File: config.mk
export PLATFORM = sky130hd
export DESIGN_NAME = bws_out_fifo
export DESIGN_NICKNAME = d
export VERILOG_FILES = /design/src/hw/rtl/bws_pkg.sv /design/src/hw/rtl/bws_out_fifo.sv
export SDC_FILE = /design/constraint.sdc
export NUM_CORES = 1
export LEC_CHECK = 0
export BUFFER_PORTS_ARGS = -buffer_cell sky130_fd_sc_hd__buf_2
export CAP_MARGIN = 20
export CORE_MARGIN = 2
export CORE_UTILIZATION = 54
export CTS_CLUSTER_DIAMETER = 50
export CTS_CLUSTER_SIZE = 10
export DETAILED_ROUTE_END_ITERATION = 7
export MAX_ROUTING_LAYER = met4
export PLACE_DENSITY = 0.88
export RECOVER_POWER = 100
export SLEW_MARGIN = 10
export SYNTH_ARGS = -nofsm -noshare
export SYNTH_HDL_FRONTEND = slang
export SYNTH_SLANG_ARGS = --single-unit
export TNS_END_PERCENT = 30
File: constraint.sdc
create_clock -name i_clk -period 4.12 [get_ports i_clk]
set_clock_uncertainty 0.05 [all_clocks]
set_input_delay 0.824 -clock i_clk [delete_from_list [all_inputs] [get_ports i_clk]]
set_output_delay 0.824 -clock i_clk [all_outputs]
set_load 0.01 [all_outputs]
File: src/hw/rtl/bws_pkg.sv
// Shared types, constants and register codes for the box window sum block.
package bws_pkg;

    localparam int SAMPLE_BITS    = 16;
    localparam int SUM_BITS       = 26;
    localparam int RADIUS_BITS    = 4;
    localparam int WIDTH_BITS     = 11;
    localparam int HEIGHT_BITS    = 13;
    localparam int RADIUS_MAX     = 15;
    localparam int HEIGHT_LIMIT   = 4096;
    localparam int DEF_MAX_RADIUS = 15;
    localparam int DEF_MAX_WIDTH  = 1024;
    localparam int APB_ADDR_BITS  = 4;
    localparam int APB_DATA_BITS  = 32;
    localparam int OUT_FIFO_DEPTH = 3;

    localparam logic [RADIUS_BITS-1:0] RADIUS_RST = RADIUS_BITS'(1);
    localparam logic [WIDTH_BITS-1:0]  WIDTH_RST  = WIDTH_BITS'(1024);
    localparam logic [HEIGHT_BITS-1:0] HEIGHT_RST = HEIGHT_BITS'(1024);

    typedef enum logic [1:0] {
        REG_RADIUS = 2'd0,
        REG_WIDTH  = 2'd1,
        REG_HEIGHT = 2'd2
    } t_reg_idx;

    typedef struct packed {
        logic signed [SAMPLE_BITS-1:0] pixel_value;
        logic                          pad;
    } t_sample;

    typedef struct packed {
        logic signed [SUM_BITS-1:0] box_sum;
        logic                       last_of_frame;
    } t_result;

    typedef struct packed {
        logic [RADIUS_BITS-1:0] radius;
        logic [WIDTH_BITS-1:0]  image_width;
        logic [HEIGHT_BITS-1:0] image_height;
    } t_cfg;

endpackage

File: src/hw/rtl/bws_out_fifo.sv
// Small result queue between the summing pipeline and the output channel.
module bws_out_fifo (
    input  logic              i_clk,
    input  logic              i_rst_n,
    input  logic              i_push,
    input  bws_pkg::t_result  i_data,
    input  logic              i_ready,
    output logic              o_valid,
    output bws_pkg::t_result  o_data,
    output logic [$clog2(bws_pkg::OUT_FIFO_DEPTH+1)-1:0] o_count
);

    localparam int DEPTH = bws_pkg::OUT_FIFO_DEPTH;
    localparam int PTR_W = $clog2(DEPTH);
    localparam int CNT_W = $clog2(DEPTH + 1);

    bws_pkg::t_result r_mem [DEPTH];
    logic [PTR_W-1:0] r_wr_ptr, n_wr_ptr;
    logic [PTR_W-1:0] r_rd_ptr, n_rd_ptr;
    logic [CNT_W-1:0] r_count, n_count;
    logic             pop;

    assign o_valid = (r_count != '0);
    assign o_data  = r_mem[r_rd_ptr];
    assign o_count = r_count;
    assign pop     = o_valid && i_ready;

    always_comb begin
        n_wr_ptr = r_wr_ptr;
        n_rd_ptr = r_rd_ptr;
        n_count  = r_count;
        if (i_push) begin
            n_wr_ptr = (r_wr_ptr == PTR_W'(DEPTH - 1)) ? '0 : r_wr_ptr + 1'b1;
        end
        if (pop) begin
            n_rd_ptr = (r_rd_ptr == PTR_W'(DEPTH - 1)) ? '0 : r_rd_ptr + 1'b1;
        end
        if (i_push && !pop) begin
            n_count = r_count + 1'b1;
        end else if (pop && !i_push) begin
            n_count = r_count - 1'b1;
        end
    end

    always_ff @(posedge i_clk) begin
        if (!i_rst_n) begin
            r_wr_ptr <= '0;
            r_rd_ptr <= '0;
            r_count  <= '0;
        end else begin
            r_wr_ptr <= n_wr_ptr;
            r_rd_ptr <= n_rd_ptr;
            r_count  <= n_count;
        end
    end

    always_ff @(posedge i_clk) begin
        if (i_push) begin
            r_mem[r_wr_ptr] <= i_data;
        end
    end

    a_no_overflow: assert property (@(posedge i_clk) disable iff (!i_rst_n)
        i_push && !pop |-> r_count < CNT_W'(DEPTH))
        else $error("result queue overflow");

    a_count_bound: assert property (@(posedge i_clk) disable iff (!i_rst_n)
        r_count <= CNT_W'(DEPTH))
        else $error("result queue count out of range");

    a_count_track: assert property (@(posedge i_clk) disable iff (!i_rst_n)
        i_push && !pop |=> r_count == $past(r_count) + 1'b1)
        else $error("result queue count lost a push");

endmodule

==> Flow_metrics.wiki <==
{| class="wikitable"
! Metric !! Value
|-
| Share of final-layout standard cells stronger than drive strength 1 || 7.38%
|-
| Count of yosys warnings during synthesis || 0
|-
| DRC violations left || 0
|-
| Number of instances in the synthesized netlist || 203
|-
| Outcome || finished, violations left
|-
| Total area of multi-input combinational cells || about 660 um2
|-
| Average wire per cell in the routed design || around 16 um
|-
| Number of distinct standard cells referenced by the synthesized netlist || 22
|-
| Sequential fraction of the synthesis area || 78.5%
|-
| Shortest clock period the worst path allows after layout || 3.02 ns
|-
| Std cell rows || 28
|-
| Comb power frac || 15.4%
|-
| Most common library cell in the layout ignoring fill and taps || sky130_fd_sc_hd__edfxtp_1
|-
| Vias per std cell || 5.31
|-
| Lkg Pwr || 1.19 nW
|-
| Die Footprint || 6760 um2
|-
| Core region area || 5920 um2
|-
| Number of instances resized during post-cts repair || 0
|-
| Longest individual stage delay on the worst path || 1.78 ns
|-
| Final core utilization || 64.4%
|-
| Final setup violation count || 0
|-
| Number of nets produced by synthesis || around 240
|-
| Clock network power share || about a third
|-
| Drt initial violations || 152
|-
| Layout Cells excl Fill || 346
|-
| Number of detailed-route iterations in the first pass || 4
|-
| RSZ-0062 raised after global routing || false
|-
| Worst EP required || 3.99 ns
|-
| Overall routing resource usage || 17.7%
|-
| Placed instance count || 330
|-
| Failing checks || max-capacitance violations, max-slew violations
|-
| Worst-margin pin slew || 2.42 ns
|-
| Average cell area after synthesis || between 15 and 20 um2
|-
| Latest clock arrival within the worst-skew pair || 0.34 ns
|-
| Cell Pwr Density || 561 nW/um2
|-
| Sinks on Clock Net || 89
|-
| Clock-pin slew of the registers on the worst-case setup and hold paths || 0.08 ns
|-
| Gp weighted congestion || 0.650
|-
| I/O pins || just over 60
|-
| Fill cell total of the finished layout || 442
|-
| Die height || 82.2 um
|-
| Number of flip-flops and latches in the synthesized netlist || slightly below 90
|-
| Maximum number of pins on one net before global-route repair || 55
|-
| CTS tree || yes
|-
| Number of global-route vias before repair || 1685
|-
| Post-detail-place hpwl || 3330 um
|-
| Number of H-tree levels || 3
|-
| Max IR drop VDD || between 300 and 400 uV
|-
| Endpoint class of the critical path || register
|-
| Post-CTS Setup Bufs || 0
|-
| Category of cells accounting for the largest share of critical-path delay || simple AND/OR/NAND/NOR gates
|-
| Initial Utilization || 55.8%
|-
| Max-cap violations || 3
|-
| Maximum root-to-sink buffer count || 2
|-
| Switching share of power || 25.6%
|-
| Worst Setup Path Type || primary input to register
|-
| I/O Buffers || 60
|-
| Storage element area || approximately 2600 um2
|-
| Arr. time, crit path || a little under 3 ns
|-
| Register share of total power || 52.7%
|-
| Maximum fanout along the worst path || 28
|-
| Total wire length after detailed routing || 5560 um
|-
| Cell taking the most area after synthesis || sky130_fd_sc_hd__edfxtp_1
|-
| Cell-by-cell trace of the critical path || clkbuf_1 > nand2_1 > nor2_1
|-
| Relative area change from synthesis to final layout || 15.5%
|-
| Number of inserted diodes || 0
|-
| Slowest-stage cell, CP || sky130_fd_sc_hd__nor2_1
|-
| Routed vias || 1837
|-
| Initial antenna violation count || 0
|-
| Largest cells by area after synthesis || sky130_fd_sc_hd__edfxtp_1 (74%), sky130_fd_sc_hd__mux2i_1 (8.2%), sky130_fd_sc_hd__dfxtp_1 (4.8%)
|-
| Number of buffers added to fix hold violations after cts || 0
|-
| Portion of the clock cycle consumed by the worst path in the final layout || about three quarters
|-
| Net load switching power || roughly 550 uW
|-
| Highest-count cells in the layout ignoring fill and taps || sky130_fd_sc_hd__edfxtp_1 (81), sky130_fd_sc_hd__clkbuf_1 (58), sky130_fd_sc_hd__nand2_1 (31)
|-
| Mapped cell area || 3300 um2
|-
| Root buffer selected by CTS || sky130_fd_sc_hd__clkbuf_8
|-
| Number of CTS-inserted buffers || 9
|-
| Worst Path Buf+Inv || 1
|-
| Chip width || 82.2 um
|-
| Class of the tightest hold or removal check || register to register
|-
| Final Slew Violations || 85
|-
| Total negative slack for setup checks || 0 ns
|-
| Hold Vio Cnt, Final || 0
|-
| Internal power contribution || around 1.6 mW
|-
| Overflow left after global routing || 0
|-
| Fmax || 331 MHz
|-
| Final nets || 298
|-
| Detail Route Antenna Nets || 0
|-
| Worst slew margin relative to its limit || -61.8%
|-
| Area share of the largest cell type after synthesis || 73.6%
|-
| Global-route wire length before repair || 8100 um
|-
| Launching element type of the critical path || primary input
|}
## synth_stat cells
library cell / instances
sky130_fd_sc_hd__a21boi_1: 3
sky130_fd_sc_hd__and2_1: 1
sky130_fd_sc_hd__buf_2: 1
sky130_fd_sc_hd__buf_4: 3
sky130_fd_sc_hd__clkbuf_1: 5
sky130_fd_sc_hd__dfxtp_1: 8
sky130_fd_sc_hd__edfxtp_1: 81
sky130_fd_sc_hd__ha_1: 1
sky130_fd_sc_hd__mux2i_1: 27
sky130_fd_sc_hd__nand2_1: 31
sky130_fd_sc_hd__nor2_1: 2
sky130_fd_sc_hd__nor2b_1: 2
sky130_fd_sc_hd__nor3b_1: 1
sky130_fd_sc_hd__o21a_1: 2
sky130_fd_sc_hd__o21ai_0: 1
sky130_fd_sc_hd__o21ai_1: 27
sky130_fd_sc_hd__o21ai_2: 1
sky130_fd_sc_hd__or2_1: 1
sky130_fd_sc_hd__or3_1: 2
sky130_fd_sc_hd__or3b_1: 1
sky130_fd_sc_hd__xnor2_1: 1
sky130_fd_sc_hd__xor2_1: 1
## state kept, by name, summed over array words and instances (netlist names), named ones only
name	count
o_count	2
r_mem	81
r_rd_ptr	2
r_wr_ptr	2
## area by class of cell
type | instances | share of cell area, %
Clock inverter | 7 | 2.85
Tap cell | 75 | 2.46
Timing Repair Buffer | 61 | 6.10
Clock buffer | 9 | 3.25
Multi-Input combinational cell | 105 | 17.3
Sequential cell | 89 | 68.0
## cell families after synthesis
family | count (synthesis) | synth area share [%]
compound gates | 34 | 5.64
xor+xnor | 2 | 0.530
fa+ha+maj | 1 | 0.379
buf+inv | 9 | 1.40
flops | 89 | 78.5
mux | 27 | 8.18
simple gates | 41 | 5.38
## per-layer routing
layer  track usage, %  share of wire (%)  up-vias
met5                -                  0        -
met4             5.50                1.2        0
met3             6.96                6.4        8
met2             28.6                 51       55
met1             20.6                 42      893
li1                 -                  -      881
## tightest hold or removal path, delay by kind of cell, from the launching register on
family / cells / cell delay (ns)
simple gates: 1 / 0.05
flops: 1 / 0.32
compound gates: 1 / 0.09
## power groups by stage
stage | sequential [mW] | clock, mW | combinational, mW
finish | 1.13 | 0.684 | 0.329
global route | 1.14 | 0.732 | 0.371
CTS | 1.13 | 0.697 | 0.364
detailed placement | 1.15 | 0 | 0.363
global placement | 1.15 | 0 | 0.349
floorplan | 1.09 | 0 | 0.275
## metrics by stage
stage	hold slack (ns)	area, um2	power [mW]	worst slack [ns]
2_1_floorplan	0.401	3300	1.37	0.725
3_3_place_gp	0.404	3680	1.50	1.79
3_5_place_dp	0.422	3680	1.52	1.75
4_1_cts	0.435	3910	2.19	1.37
5_1_grt	0.505	3810	2.24	0.889
6_report	0.461	3810	2.14	1.10
## worst paths after layout
check | start | to | slack, ns | depth (start not counted)
min | r_rd_ptr[0]$_SDFFE_PN0P_ | register | 0.46 | 2
min reg2reg | r_rd_ptr[0]$_SDFFE_PN0P_ | register | 0.46 | 2
max | i_push | r_mem[1][24]$_DFFE_PP_ | 1.10 | 3
max reg2reg | r_wr_ptr[0]$_SDFFE_PN0P_ | r_mem[1][24]$_DFFE_PP_ | 1.42 | 2
Power figures use the tool's default switching activity.
